==> src/sv/psg_pkg.sv <==
`default_nettype none

package psg_pkg;

  localparam int unsigned IDX_W = 5;

  // Byte positions within one item's output run.
  localparam logic [IDX_W-1:0] IDX_HDR_FIRST  = 5'd0;
  localparam logic [IDX_W-1:0] IDX_ENTRY      = 5'd12;
  localparam logic [IDX_W-1:0] IDX_ENTRY_LAST = 5'd16;
  localparam logic [IDX_W-1:0] IDX_CRC        = 5'd17;
  localparam logic [IDX_W-1:0] IDX_CRC_LAST   = 5'd20;
  localparam logic [IDX_W-1:0] IDX_BEGIN      = 5'd31;

  localparam logic [31:0] CRC_POLY = 32'h04C1_1DB7;
  localparam logic [31:0] CRC_INIT = 32'hFFFF_FFFF;

  localparam logic [7:0]  TABLE_ID_PMT = 8'h02;
  localparam logic [11:0] SECT_LEN_BASE = 12'd13;

  localparam logic [1:0] CFG_PROG_NUM    = 2'd0;
  localparam logic [1:0] CFG_PCR_PID     = 2'd1;
  localparam logic [1:0] CFG_TRACK_COUNT = 2'd2;

  typedef struct packed {
    logic [15:0] prog_num;
    logic [12:0] pcr_pid;
    logic [7:0]  track_count;
  } cfg_t;

  typedef struct packed {
    logic        first;
    logic        last;
    logic [7:0]  st_code;
    logic [12:0] es_pid;
  } item_t;

  function automatic logic [31:0] crc_byte(input logic [31:0] crc, input logic [7:0] b);
    logic [31:0] c;
    c = crc ^ {b, 24'h0};
    for (int i = 0; i < 8; i++) begin
      c = c[31] ? ({c[30:0], 1'b0} ^ CRC_POLY) : {c[30:0], 1'b0};
    end
    return c;
  endfunction

endpackage

`default_nettype wire

==> src/sv/psg_front.sv <==
`default_nettype none

module psg_front (
  input  wire logic                clk_i,
  input  wire logic                rst_ni,
  input  wire logic                cfg_valid_i,
  input  wire logic [1:0]          cfg_index_i,
  input  wire logic [15:0]         cfg_data_i,
  input  wire logic                in_valid_i,
  output logic                     in_ready_o,
  input  wire logic [7:0]          st_code_i,
  input  wire logic [12:0]         es_pid_i,
  input  wire logic                q_full_i,
  output logic                     q_push_o,
  output psg_pkg::item_t           q_item_o,
  output psg_pkg::cfg_t            cfg_o
);

  psg_pkg::cfg_t cfg_q;
  logic [7:0]    done_q, done_d;
  logic [7:0]    cnt, next_cnt;
  logic          accept, last;

  assign in_ready_o = !q_full_i;
  assign accept     = in_valid_i && !q_full_i;
  assign cnt        = (cfg_q.track_count == 8'd0) ? 8'd1 : cfg_q.track_count;
  assign next_cnt   = done_q + 8'd1;
  // wrap to zero also closes the section
  assign last       = (next_cnt == 8'd0) || (next_cnt >= cnt);

  always_comb begin
    done_d = done_q;
    if (accept) begin
      done_d = last ? 8'd0 : next_cnt;
    end
  end

  assign q_push_o         = accept;
  assign q_item_o.first   = (done_q == 8'd0);
  assign q_item_o.last    = last;
  assign q_item_o.st_code = st_code_i;
  assign q_item_o.es_pid  = es_pid_i;
  assign cfg_o            = cfg_q;

  always_ff @(posedge clk_i or negedge rst_ni) begin
    if (!rst_ni) begin
      cfg_q.prog_num    <= 16'd1;
      cfg_q.pcr_pid     <= 13'd256;
      cfg_q.track_count <= 8'd1;
      done_q            <= 8'd0;
    end else begin
      done_q <= done_d;
      if (cfg_valid_i) begin
        case (cfg_index_i)
          psg_pkg::CFG_PROG_NUM:    cfg_q.prog_num    <= cfg_data_i;
          psg_pkg::CFG_PCR_PID:     cfg_q.pcr_pid     <= cfg_data_i[12:0];
          psg_pkg::CFG_TRACK_COUNT: cfg_q.track_count <= cfg_data_i[7:0];
          default: ;
        endcase
      end
    end
  end

endmodule

`default_nettype wire

==> src/sv/psg_queue.sv <==
`default_nettype none

module psg_queue (
  input  wire logic           clk_i,
  input  wire logic           rst_ni,
  input  wire logic           push_i,
  input  wire psg_pkg::item_t item_i,
  output logic                full_o,
  input  wire logic           pop_i,
  output logic                valid_o,
  output psg_pkg::item_t      item_o
);

  psg_pkg::item_t mem_q [2];
  logic           wr_ptr_q, rd_ptr_q;
  logic [1:0]     count_q;

  assign full_o  = (count_q == 2'd2);
  assign valid_o = (count_q != 2'd0);
  assign item_o  = mem_q[rd_ptr_q];

  always_ff @(posedge clk_i) begin
    if (push_i) begin
      mem_q[wr_ptr_q] <= item_i;
    end
  end

  always_ff @(posedge clk_i or negedge rst_ni) begin
    if (!rst_ni) begin
      wr_ptr_q <= 1'b0;
      rd_ptr_q <= 1'b0;
      count_q  <= 2'd0;
    end else begin
      if (push_i) wr_ptr_q <= !wr_ptr_q;
      if (pop_i)  rd_ptr_q <= !rd_ptr_q;
      case ({push_i, pop_i})
        2'b10:   count_q <= count_q + 2'd1;
        2'b01:   count_q <= count_q - 2'd1;
        default: count_q <= count_q;
      endcase
    end
  end

endmodule

`default_nettype wire

==> src/sv/psg_back.sv <==
`default_nettype none

module psg_back (
  input  wire logic           clk_i,
  input  wire logic           rst_ni,
  input  wire psg_pkg::cfg_t  cfg_i,
  input  wire logic           q_valid_i,
  input  wire psg_pkg::item_t q_item_i,
  output logic                q_pop_o,
  output logic                out_valid_o,
  input  wire logic           out_ready_i,
  output logic [7:0]          section_byte_o,
  output logic                last_byte_o
);

  logic [psg_pkg::IDX_W-1:0] idx_q, idx_d, cur;
  logic [31:0]               crc_q, crc_d, crc_in;
  logic [7:0]                byte_d, data_q;
  logic                      valid_q, valid_d, last_q;
  logic                      advance, item_done;
  logic [7:0]                cnt;
  logic [11:0]               len;

  assign cnt = (cfg_i.track_count == 8'd0) ? 8'd1 : cfg_i.track_count;
  assign len = psg_pkg::SECT_LEN_BASE + {2'b0, cnt, 2'b0} + {4'b0, cnt};

  assign cur = (idx_q == psg_pkg::IDX_BEGIN)
             ? (q_item_i.first ? psg_pkg::IDX_HDR_FIRST : psg_pkg::IDX_ENTRY)
             : idx_q;

  assign advance   = q_valid_i && (!valid_q || out_ready_i);
  assign item_done = (cur == psg_pkg::IDX_CRC_LAST)
                  || ((cur == psg_pkg::IDX_ENTRY_LAST) && !q_item_i.last);
  assign q_pop_o   = advance && item_done;

  always_comb begin
    case (cur)
      5'd0:    byte_d = psg_pkg::TABLE_ID_PMT;
      5'd1:    byte_d = {4'hB, len[11:8]};
      5'd2:    byte_d = len[7:0];
      5'd3:    byte_d = cfg_i.prog_num[15:8];
      5'd4:    byte_d = cfg_i.prog_num[7:0];
      5'd5:    byte_d = 8'hC1;
      5'd8:    byte_d = {3'b111, cfg_i.pcr_pid[12:8]};
      5'd9:    byte_d = cfg_i.pcr_pid[7:0];
      5'd10:   byte_d = 8'hF0;
      5'd12:   byte_d = q_item_i.st_code;
      5'd13:   byte_d = {3'b111, q_item_i.es_pid[12:8]};
      5'd14:   byte_d = q_item_i.es_pid[7:0];
      5'd15:   byte_d = 8'hF0;
      5'd17:   byte_d = crc_q[31:24];
      5'd18:   byte_d = crc_q[23:16];
      5'd19:   byte_d = crc_q[15:8];
      5'd20:   byte_d = crc_q[7:0];
      default: byte_d = 8'h00;
    endcase
  end

  // header byte zero restarts the CRC
  assign crc_in = (cur == psg_pkg::IDX_HDR_FIRST) ? psg_pkg::CRC_INIT : crc_q;

  always_comb begin
    idx_d   = idx_q;
    crc_d   = crc_q;
    valid_d = valid_q;
    if (advance) begin
      valid_d = 1'b1;
      idx_d   = item_done ? psg_pkg::IDX_BEGIN : cur + 5'd1;
      if (cur < psg_pkg::IDX_CRC) begin
        crc_d = psg_pkg::crc_byte(crc_in, byte_d);
      end
    end else if (out_ready_i) begin
      valid_d = 1'b0;
    end
  end

  always_ff @(posedge clk_i) begin
    if (advance) begin
      data_q <= byte_d;
      last_q <= (cur == psg_pkg::IDX_CRC_LAST);
    end
  end

  always_ff @(posedge clk_i or negedge rst_ni) begin
    if (!rst_ni) begin
      idx_q   <= psg_pkg::IDX_BEGIN;
      crc_q   <= psg_pkg::CRC_INIT;
      valid_q <= 1'b0;
    end else begin
      idx_q   <= idx_d;
      crc_q   <= crc_d;
      valid_q <= valid_d;
    end
  end

  assign out_valid_o    = valid_q;
  assign section_byte_o = data_q;
  assign last_byte_o    = last_q;

endmodule

`default_nettype wire

==> src/sv/pmt_section_generator_core.sv <==
`default_nettype none

// Channel   | Dir | Handshake                    | Payload
// ----------+-----+------------------------------+-----------------------------------------
// s_axis    | in  | s_axis_tvalid / s_axis_tready | tdata: st_code, es_pid
// m_axis    | out | m_axis_tvalid / m_axis_tready | tdata: section_byte; tlast: last_byte
// cfg       | in  | cfg_valid_i / cfg_ready_o     | cfg_index_i, cfg_data_i
//
// One section byte leaves per cycle while an entry waits and output is ready:
// an entry is 5 bytes, 17 if first of a section, 4 more if last (CRC bytes);
// the back-end sequencer sets this. A two-entry queue decouples input from output.
// Reset clears config to program 1, PCR PID 256, one track. No clearing pass.
// Output stalls hold the byte register; input stalls only when the queue is full.

module pmt_section_generator_core (
  input  wire logic        clk_i,
  input  wire logic        rst_ni,
  input  wire logic        s_axis_tvalid,
  output logic             s_axis_tready,
  input  wire logic [23:0] s_axis_tdata,   // [7:0] st_code, [20:8] es_pid
  output logic             m_axis_tvalid,
  input  wire logic        m_axis_tready,
  output logic [7:0]       m_axis_tdata,   // [7:0] section_byte
  output logic             m_axis_tlast,
  input  wire logic        cfg_valid_i,
  output logic             cfg_ready_o,
  input  wire logic [1:0]  cfg_index_i,
  input  wire logic [15:0] cfg_data_i
);

  psg_pkg::cfg_t  cfg;
  psg_pkg::item_t push_item, head_item;
  logic           q_full, q_push, q_pop, q_valid;

  assign cfg_ready_o = 1'b1;

  psg_front u_front (
    .clk_i       (clk_i),
    .rst_ni      (rst_ni),
    .cfg_valid_i (cfg_valid_i),
    .cfg_index_i (cfg_index_i),
    .cfg_data_i  (cfg_data_i),
    .in_valid_i  (s_axis_tvalid),
    .in_ready_o  (s_axis_tready),
    .st_code_i   (s_axis_tdata[7:0]),
    .es_pid_i    (s_axis_tdata[20:8]),
    .q_full_i    (q_full),
    .q_push_o    (q_push),
    .q_item_o    (push_item),
    .cfg_o       (cfg)
  );

  psg_queue u_queue (
    .clk_i   (clk_i),
    .rst_ni  (rst_ni),
    .push_i  (q_push),
    .item_i  (push_item),
    .full_o  (q_full),
    .pop_i   (q_pop),
    .valid_o (q_valid),
    .item_o  (head_item)
  );

  psg_back u_back (
    .clk_i          (clk_i),
    .rst_ni         (rst_ni),
    .cfg_i          (cfg),
    .q_valid_i      (q_valid),
    .q_item_i       (head_item),
    .q_pop_o        (q_pop),
    .out_valid_o    (m_axis_tvalid),
    .out_ready_i    (m_axis_tready),
    .section_byte_o (m_axis_tdata),
    .last_byte_o    (m_axis_tlast)
  );

endmodule

`default_nettype wire

==> config.mk <==
export PLATFORM = sky130hd
export DESIGN_NAME = pmt_section_generator_core
export DESIGN_NICKNAME = d
export VERILOG_FILES = /design/src/sv/psg_pkg.sv /design/src/sv/psg_front.sv /design/src/sv/psg_queue.sv /design/src/sv/psg_back.sv /design/src/sv/pmt_section_generator_core.sv
export SDC_FILE = /design/constraint.sdc
export NUM_CORES = 1
export LEC_CHECK = 0
export BUFFER_PORTS_ARGS = -buffer_cell sky130_fd_sc_hd__buf_2
export CORE_UTILIZATION = 50
export DETAILED_ROUTE_END_ITERATION = 10
export GPL_TIMING_DRIVEN = 0
export PLACE_DENSITY = 0.8
export SYNTH_ARGS = -nofsm -noshare
export SYNTH_HDL_FRONTEND = slang
export SYNTH_SLANG_ARGS = --single-unit
export TNS_END_PERCENT = 5
==> constraint.sdc <==
create_clock -name clk_i -period 6.4 [get_ports clk_i]
set_input_delay 1.28 -clock clk_i [delete_from_list [all_inputs] [get_ports clk_i]]
set_output_delay 1.28 -clock clk_i [all_outputs]
set_load 0.01 [all_outputs]
==> After elaboration in Yosys (flattened, before gate mapping) <==
Memory sizes are Yosys's and may differ from the RTL's.
Cells that the tools add are included.
{ "word_totals": {"output_inout_bits": 12, "n_memories": 1, "input_bits": 47, "ramBits": 46, "regBits": 96} }
{ "mem_list": {"columns": ["memory", "depth", "width", "rd", "rd_ports_with_merged_regs", "wr", "line", "rtl"], "rows": [
  ["u_queue.mem_q", 2, 23, 1, 0, 1, "psg_queue.sv:14", "psg_pkg::item_t mem_q [2];"]
]} }
{ "op_classes": {"n_reduce_logical": 25, "bitwise_logic": 9, "eq_ne": 23, "mux": 20, "add_sub_neg": 6, "n_lt_le_gt_ge": 2} }
{ "ops": {"columns": ["cell", "count"], "rows": [
  ["$mux W27", 8],
  ["$pmux W8 S16", 1],
  ["$not A14 Y14", 8],
  ["$eq A5 B4 Y1 const B", 7],
  ["$mux W32", 1],
  ["$xor A32 B32 Y32", 1],
  ["$eq A5 B5 Y1 const B", 6],
  ["$logic_not A8 Y1", 3],
  ["$mux W8", 2],
  ["$add A12 B8 Y12", 1],
  ["$add A4 B10 Y11 const A", 1],
  ["$eq A5 B2 Y1 const B", 2],
  ["$eq A5 B3 Y1 const B", 2],
  ["$mux W5", 2],
  ["$add A8 B1 Y8 const B", 1],
  ["$ge A8 B8 Y1", 1],
  ["$reduce_and A2 Y1", 4],
  ["$eq A2 B2 Y1 const B", 3],
  ["$reduce_bool A2 Y1", 3],
  ["$add A5 B1 Y5 const B", 1],
  ["$eq A5 B1 Y1 const B", 1],
  ["$logic_not A1 Y1", 5],
  ["$logic_not A5 Y1", 1],
  ["$lt A5 B5 Y1 const B", 1],
  ["other kinds (10)", 19]
]} }

==> Longest topological paths before layout <==
Gate-level depths: netlist of the first run.
An unclocked memory read counts as a cell.
{ "depth": {"word_depth": 23, "ltp_mapped": 18} }

==> Hierarchy <==
A second synthesis of the first run with hierarchy kept.
{ "unflattened": {"cells_unflattened": 765, "area_unflattened_um2": 8729.6} }
{ "modules_own_cells": {"columns": ["module", "area_per_inst_um2", "instances", "seq_area_each_um2", "cells_each"], "rows": [
  ["psg_back", 4431.8, 1, 1267.5, 482],
  ["psg_front", 2337.2, 1, 1129.8, 193],
  ["psg_queue", 1949.4, 1, 1481.4, 88],
  ["pmt_section_generator_core", 11.3, 1, 0.0, 2]
]} }

==> Least setup slack after synthesis of the first run <==
OpenSTA, ideal clock, no wires.
{ "synth_path": {"path_type": "register to register", "start": "register u_front.cfg_q, in the netlist u_front.cfg_o[5]", "end": "register u_back.crc_q[12]", "stages_incl_launch_ff": 19, "setup_slack_ps": 2103, "setup_time_ps": 72, "period_less_slack_ps": 4297, "arrival_ps": 4226, "t_required_ps": 6328, "path_cell_list": "dfrtp_1 nor4_1 a21o_1 inv_1 ha_1 nor3_1 xnor2_1 ha_1 nand2_1 o21ai_0 nor2_1 a2111oi_1 nor3_1 or3_1 buf_2 xnor2_4 xnor2_4 xnor3_1 o21ai_1"} }
{ "synth_lines": {"columns": ["item", "line", "rtl"], "rows": [
  ["start: declaration", "psg_front.sv:19", "psg_pkg::cfg_t cfg_q;"],
  ["$logic_not A8 Y1", "psg_back.sv:24", "assign cnt = (cfg_i.track_count == 8'd0) ? 8'd1 : cfg_i.track_count;"],
  ["$mux W8 *", "psg_back.sv:24", null],
  ["$add A4 B10 Y11", "psg_back.sv:25", "assign len = psg_pkg::SECT_LEN_BASE + {2'b0, cnt, 2'b0} + {4'b0, cnt};"],
  ["$add A12 B8 Y12 *", "psg_back.sv:25", null],
  ["$pmux W8 S16 *", "psg_back.sv:37", "case (cur)"],
  ["via u_back.byte_d[1]", "psg_back.sv:18", "logic [7:0] byte_d, data_q;"],
  ["$xor A32 B32 Y32 *", "psg_pkg.sv:40", "c = crc ^ {b, 24'h0};"],
  ["$not A14 Y14 (no line)", null, null],
  ["$mux W27 * (2 in a row)", "psg_pkg.sv:42", "c = c[31] ? ({c[30:0], 1'b0} ^ CRC_POLY) : {c[30:0], 1'b0};"],
  ["$not A14 Y14 (no line)", null, null],
  ["$mux W27 *", "psg_pkg.sv:42", null],
  ["end signal: assignment", "psg_back.sv:87", "crc_q <= psg_pkg::CRC_INIT;"],
  ["end signal: assignment", "psg_back.sv:91", "crc_q <= crc_d;"],
  ["end: declaration", "psg_back.sv:17", "logic [31:0] crc_q, crc_d, crc_in;"]
]} }
Mark *: on every way through the listed nets, which the timed path passes. The rest lies on a longest branch.
A chain may end at the register's enable or synchronous reset.

==> Worst setup path in the final report of the first run <==
Same ends and word-level chain as after synthesis.

==> results of run 1 <==
-- Yosys cell counts, types with 4 or more instances --
cell      instances
nand4_1           7
xor2_1           27
nor2_1           61
buf_6             4
xnor3_1           4
and2_1            6
dfstp_2          40
buf_4             6
dfrtp_1          47
xnor2_4           4
a22o_1            7
nand2_1          72
a21o_1            9
clkbuf_1         22
buf_2             5
o21ai_0          33
nand3_1          10
nor3_1            5
a21oi_1          11
mux2_2           41
mux2i_1          21
a22oi_1          12
o22ai_1          13
nor2b_1           5
inv_1            22
ha_1             22
o21ai_1          14
edfxtp_1         55
xor2_2            5
xnor2_1          52
-- per-layer routing --
metal  part of all wire [%]  routed length [um]  vias to the layer above
met5                   0.31                  63                        -
met4                    2.6                 529                        2
met3                    7.1                1440                       40
met2                     47                9450                      281
met1                     43                8720                     2971
li1                       -                   -                     2764
-- layout make-up --
cell class,instances,area [um^2]
sequential,142,3880
inverter,23,86.3
tap,216,270
buffer,39,205
fill,1249,6600
multi-input combinational,524,4130
timing repair buffer,56,315
clock inverter,11,81.3
clock buffer,21,493
-- flip-flops by register name (all words and copies together), names as in the netlist --
register and flops:
u_back.crc_q 32, u_queue.count_q 2, u_front.done_q 8, u_back.section_byte_o 8, u_back.idx_q 5, u_queue.mem_q 46
u_back.last_byte_o 1, u_queue.wr_ptr_q 1, u_back.out_valid_o 1, u_queue.rd_ptr_q 1, u_front.cfg_o 37
-- layout by cell type, fill, tap and decap left out, types with 7 or more instances in the layout --
master / n
a22oi_1: 12
nor2_1: 60
edfxtp_1: 55
buf_2: 58
o21ai_0: 33
clkbuf_16: 19
nand3_1: 10
inv_1: 22
dfrtp_1: 47
o21ai_1: 14
xnor2_1: 52
o22ai_1: 13
ha_1: 22
dfstp_2: 40
buf_4: 7
xor2_1: 27
mux2_2: 41
nand2_1: 72
mux2i_1: 21
a21o_1: 9
a22o_1: 7
a21oi_1: 11
nand4_1: 7
clkbuf_1: 23
-- logic make-up after synthesis --
logic type,count (synthesis)
AOI/OAI and AO/OA,143
xor gates and xnor gates,100
adders and majority gates,22
buffers and inverters,62
DFF,142
muxes,64
other,1
and+or+nand+nor,194
-- stage by stage --
stage	hold slack (ns)	setup WS, ns
2_1_floorplan	0.449	2.10
3_3_place_gp	0.465	1.42
3_5_place_dp	0.470	1.35
4_1_cts	0.478	1.33
5_1_grt	0.496	0.964
6_report	0.480	1.27
-- worst paths after layout --
kind	from	endpoint
worst max-delay path	u_front.cfg_o[5]$_DFFE_PN0P_	u_back.crc_q[12]$_DFFE_PN1P_
worst min-delay path	u_back.crc_q[8]$_DFFE_PN1P_	u_back.crc_q[8]$_DFFE_PN1P_
worst max register to register	u_front.cfg_o[5]$_DFFE_PN0P_	u_back.crc_q[12]$_DFFE_PN1P_
worst min register to register	u_back.crc_q[8]$_DFFE_PN1P_	u_back.crc_q[8]$_DFFE_PN1P_
max in group asynchronous	rst_ni	u_back.crc_q[10]$_DFFE_PN1P_
min in group asynchronous	rst_ni	u_queue.count_q[0]$_DFFE_PN0P_
-- tightest hold or removal path: cells and delay by family, from the launching register on --
kind | cells | cell delay [ns]
DFF | 1 | 0.38
AOI/OAI and AO/OA | 1 | 0.05
and+or+nand+nor | 1 | 0.05
==> reports/metrics.csv, run 1 <==
stage;metric;value;unit
floorplan;Die Y;131;um
drt;Vias per Instance;5.87;
synth;Synth Area per Inst;11.4;um^2
drt;Routed WL per cell;19.6;um
setup_path;FF-to-FF path depth;18;
layout;fin cells;1032;
floorplan;initial core utilization;51.6;%
clock_network;CTS root buf;clkbuf_16;
placement;DP Wirelength;14600;um
placement;GPL Wtd Cong;0.986;
synth;Synth area leaders;edfxtp_1 20%, dfrtp_1 14%, dfstp_2 13%, mux2_2 5.6%, xnor2_1 5.5%;
global_routing;total congestion overflow;0;
floorplan;core footprint;16100;um^2
run;Max Cap Viol;0;
placement;PortBufs;54;
synth;post-synthesis cell type count;82;
timing;Final setup viols;0;
hold_path;Worst Hold Class;reg -> reg;
timing;TNS Setup;0;ns
timing;Clock Skew;0.00749;ns
synth;mux cell area share after synthesis;8.51;%
clock_network;Max clock buf depth;2;
setup_path;kind of cell adding the most delay to the critical path;compound AO/OA/AOI/OAI gates;
floorplan;die width;131;um
synth;Post-Synth Simple-Gate Area;11.1;%
setup_path;Worst Path Arrival;5.50;ns
setup_path;Crit-path slowest cell;a2111oi_1;
synth;post-synthesis cell count;728;
drt;Final ANT Viol Nets;0;
global_routing;number of global-route vias before repair;5966;
drt;initial DRC count;616;
setup_path;critical path class;reg -> reg;
layout;area delta synth->final;14.0;%
timing;Slew headroom;25.9;%
global_routing;met2 usage;40.2;%
clock_network;clock-pin slew on the worst setup and hold paths;0.06;ns
synth;Async S/R FF share, synth;61.3;%
clock_network;H-tree depth;4;
setup_path;R2R setup slack;1.27;ns
timing;Slew @ Worst Pin;1.10;ns
setup_path;CP endpoint kind;register;
global_routing;Top Usage Layer GRT;met2;
layout;layout cells sized above 1;26.7;%
timing;Final Hold Violating Endpoints;0;
placement;Placed Cells;1000;
clock_network;CTS tree;done;
global_routing;first-pass GRT wire length;32000;um
setup_path;cell count along the critical path;18;
timing;FMAX;195;MHz
floorplan;FP Rows;46;
clock_network;Hold Buf Count CTS;0;
synth;ys flop type;edfxtp_1;
setup_path;Critical Path Source Type;register;
synth;adder-cell area share of the yosys netlist;3.32;%
timing;crit share post-route;80.2;%
global_routing;GRT Util Overall;25.6;%
global_routing;initial antenna violation count;0;
synth;XOR/XNOR Fraction of Synth Area;13.9;%
setup_path;worst path bufs/invs;2;
outcome;outcome;completed;
global_routing;largest net degree at the start of global routing;58;
synth;sequential share of the synthesized area;46.8;%
synth;post-synthesis compound-gate area fraction;12.9;%
drt;drc violations;0;
clock_network;clock latency at the later pin of the worst-skew pair;0.44;ns
hold_path;hold path cells;2;
clock_network;post_cts resized;0;
clock_network;# Post-CTS Setup Buffers;0;
drt;drt first pass iters;5;
synth;top cell type's share of synthesized area;19.9;%
placement;Placed Instance Area;8880;um^2
synth;#FFs+latches synth;142;
setup_path;CP max stage delay;0.58;ns
synth;area leader, netlist;edfxtp_1;
setup_path;worst endpoint required time;6.77;ns
layout;Total Nets Final;872;
timing;Final Critical Period;5.13;ns
clock_network;CTS sink cnt;142;
synth;warnings from Yosys;0;
timing;RSZ-0062 raised after global routing;false;
layout;post-layout util;58.9;%
layout;Ant. Diodes;0;
clock_network;CTS Buf Count;17;
layout;fin area;9460;um^2
floorplan;IO Pins;59;
setup_path;CP cell instances;nor4_1 > a21o_1 > inv_1 > ha_1 > nor3_1 > xnor2_1 > ha_1 > nand2_1 > o21ai_0 > nor2_1 > a2111oi_1 > nor3_1 > or3_1 > buf_2 > xnor2_4 > xnor2_4 > xnor3_1 > o21ai_1;
synth;Post-synth EDFFs;55;
timing;Slew Viols, Final;0;
synth;largest family of logic cells by synthesized area;XOR/XNOR gates;
synth;netlist area before placement;8290;um^2
setup_path;CP Max Fanout;7;
global_routing;M1 GR Usage;34.3;%
floorplan;Die ar.;17100;um^2
drt;Vias;6058;
synth;Mapped Nets;797;
drt;Total Wirelength;20200;um
global_routing;met3 Resource Use GR;4.64;%
Power of run 1 is left out: the tool's default activity adds up to more than one toggle a clock period on the data nets, which glitch-free logic cannot reach.
==> run 2: changes to the inputs <==
--- a/config.mk
+++ b/config.mk
@@ -9,7 +9,7 @@
 export CORE_UTILIZATION = 50
 export DETAILED_ROUTE_END_ITERATION = 10
 export GPL_TIMING_DRIVEN = 0
-export PLACE_DENSITY = 0.8
+export PLACE_DENSITY = 0.83
 export SYNTH_ARGS = -nofsm -noshare
 export SYNTH_HDL_FRONTEND = slang
 export SYNTH_SLANG_ARGS = --single-unit
==> constraint.sdc (replaced) <==
create_clock -name clk_i -period 4.5 [get_ports clk_i]
set_input_delay 0.9 -clock clk_i [delete_from_list [all_inputs] [get_ports clk_i]]
set_output_delay 0.9 -clock clk_i [all_outputs]
set_load 0.01 [all_outputs]
==> run 2 against run 1 <==
Fmax increased by 15%. Critical path depth unchanged. First-iteration DRC count decreased by 1.1%. Via count increased by 2.7%. Non-clock buffer count increased by 21. Setup slack got worse by 1.2 ns. Register-to-register slack got worse by 1.2 ns. Global-route usage increased by 0.53 points. Critical endpoint unchanged.
==> reports/metrics.csv, run 2 (synthesis gave the netlist of run 1 again) <==
stage;metric;value;unit
outcome;outcome;completed;
timing;crit share post-route;99.2;%
drt;Routed WL per cell;20.3;um
floorplan;die width;131;um
timing;Final setup viols;0;
layout;most frequent cells in the layout;71 x nand2_1, 58 x nor2_1, 57 x buf_2;
layout;register with the most flip-flops;u_queue.mem_q;
timing;Final Hold Violating Endpoints;0;
timing;Final Critical Period;4.46;ns
floorplan;IO Pins;59;
layout;fin area;9870;um^2
setup_path;worst endpoint required time;4.86;ns
timing;Slew @ Worst Pin;1.11;ns
layout;filler instances;1227;
drt;Final ANT Viol Nets;0;
timing;Slew headroom;25.1;%
clock_network;CTS root buf;clkbuf_16;
timing;TNS Setup;0;ns
drt;drt first pass iters;5;
timing;Slew Viols, Final;0;
layout;max reg flops;46;
setup_path;Crit-path slowest cell;xnor3_1;
global_routing;total congestion overflow;0;
timing;Clock Skew;0.00500;ns
floorplan;Die ar.;17100;um^2
clock_network;clock latency at the later pin of the worst-skew pair;0.43;ns
global_routing;first-pass GRT wire length;32800;um
clock_network;clock-pin slew on the worst setup and hold paths;0.06;ns
drt;Vias;6220;
setup_path;CP Max Fanout;6;
placement;DP Wirelength;14700;um
clock_network;H-tree depth;4;
setup_path;CP endpoint kind;register;
floorplan;Die Y;131;um
setup_path;Critical Path Source Type;register;
clock_network;Max clock buf depth;2;
layout;Total Nets Final;893;
drt;initial DRC count;609;
floorplan;initial core utilization;51.6;%
clock_network;CTS tree;done;
placement;PortBufs;54;
floorplan;core footprint;16100;um^2
drt;drc violations;0;
clock_network;CTS Buf Count;17;
layout;layout cells sized above 1;30.9;%
placement;Placed Instance Area;8880;um^2
hold_path;Worst Hold Class;in -> async;
global_routing;largest net degree at the start of global routing;48;
drt;Vias per Instance;5.91;
setup_path;CP cell instances;nor4_2 > a21o_1 > inv_1 > ha_4 > nor3_2 > xnor2_1 > ha_1 > o21ai_0 > o21ai_0 > a21oi_1 > xor2_1 > o211ai_4 > xnor2_2 > xnor2_4 > buf_12 > xnor2_4 > xnor3_1 > o21ai_1;
placement;GPL Wtd Cong;0.959;
setup_path;Worst Path Arrival;4.82;ns
global_routing;initial antenna violation count;0;
timing;FMAX;224;MHz
run;Max Cap Viol;0;
layout;Ant. Diodes;0;
floorplan;FP Rows;46;
global_routing;number of global-route vias before repair;6098;
layout;most common cell after layout, fill and taps aside;nand2_1;
clock_network;CTS sink cnt;142;
layout;area delta synth->final;19.0;%
global_routing;GRT Util Overall;26.1;%
setup_path;CP max stage delay;0.47;ns
setup_path;critical path class;reg -> reg;
drt;Total Wirelength;21400;um
==> run 2: cell type report <==
| type | count | area (um^2) | share of cell area [%] |
|---|---|---|---|
| Buffer | 39 | 211 | 2.14 |
| Clock buffer | 22 | 495 | 5.02 |
| Clock inverter | 10 | 134 | 1.36 |
| Inverter | 23 | 86.3 | 0.875 |
| Multi-Input combinational cell | 524 | 4290 | 43.4 |
| Sequential cell | 142 | 3890 | 39.4 |
| Tap cell | 216 | 270 | 2.74 |
| Timing Repair Buffer | 77 | 498 | 5.05 |
==> run 2: metrics by stage <==
step                      hold WS [ns]  setup slack [ns]  instances  utilization, %
after floorplan                  0.449             0.203        728               -
after global placement           0.466            -0.427        998            55.0
after detailed placement         0.470            -0.520       1000            55.3
after CTS                        0.471            0.0159       1041            60.2
after global routing             0.489            -0.145       1053            61.5
final                            0.455            0.0376       1053            61.5
==> run 2: per-layer routing <==
| layer | vias up | track usage [%] | routed length, um |
|---|---|---|---|
| met4 | 0 | 12.2 | 673 |
| met5 | - | 0 | 0 |
| met2 | 290 | 42.3 | 10300 |
| met1 | 3072 | 33.7 | 8940 |
| li1 | 2809 | - | - |
| met3 | 49 | 5.37 | 1500 |
==> run 2: critical path: cells and delay by family (launching register included) <==
family	cells	cell delay, ns
AO/OA/AOI/OAI	6	1.17
buffers and inverters	2	0.23
flip-flops	1	0.43
adder cells (fa/ha/maj)	2	0.52
AND/OR/NAND/NOR	2	0.40
XOR/XNOR	6	1.64
==> run 2: timing repair <==
item	CTS	global route
pin swaps	9	13
endpoints found under the setup margin	17	15
buffers inserted	9	12
hold buffers	0	0
gates resized for setup	8	27
==> run 2: worst paths after layout <==
kind	endpoint	cells past startpoint	start	slack, ns
max reg2reg	u_back.crc_q[12]$_DFFE_PN1P_	18	u_front.cfg_o[6]$_DFFE_PN0P_	0.04
max	u_back.crc_q[12]$_DFFE_PN1P_	18	u_front.cfg_o[6]$_DFFE_PN0P_	0.04
min in group clk_i	u_back.crc_q[26]$_DFFE_PN1P_	2	u_back.crc_q[26]$_DFFE_PN1P_	0.48
min	u_queue.wr_ptr_q$_DFFE_PN0P_	1	rst_ni	0.45
max in group asynchronous	u_front.cfg_o[0]$_DFFE_PN1P_	2	rst_ni	3.35
min reg2reg	u_back.crc_q[26]$_DFFE_PN1P_	2	u_back.crc_q[26]$_DFFE_PN1P_	0.48
Power of run 2 is left out for the same reason.
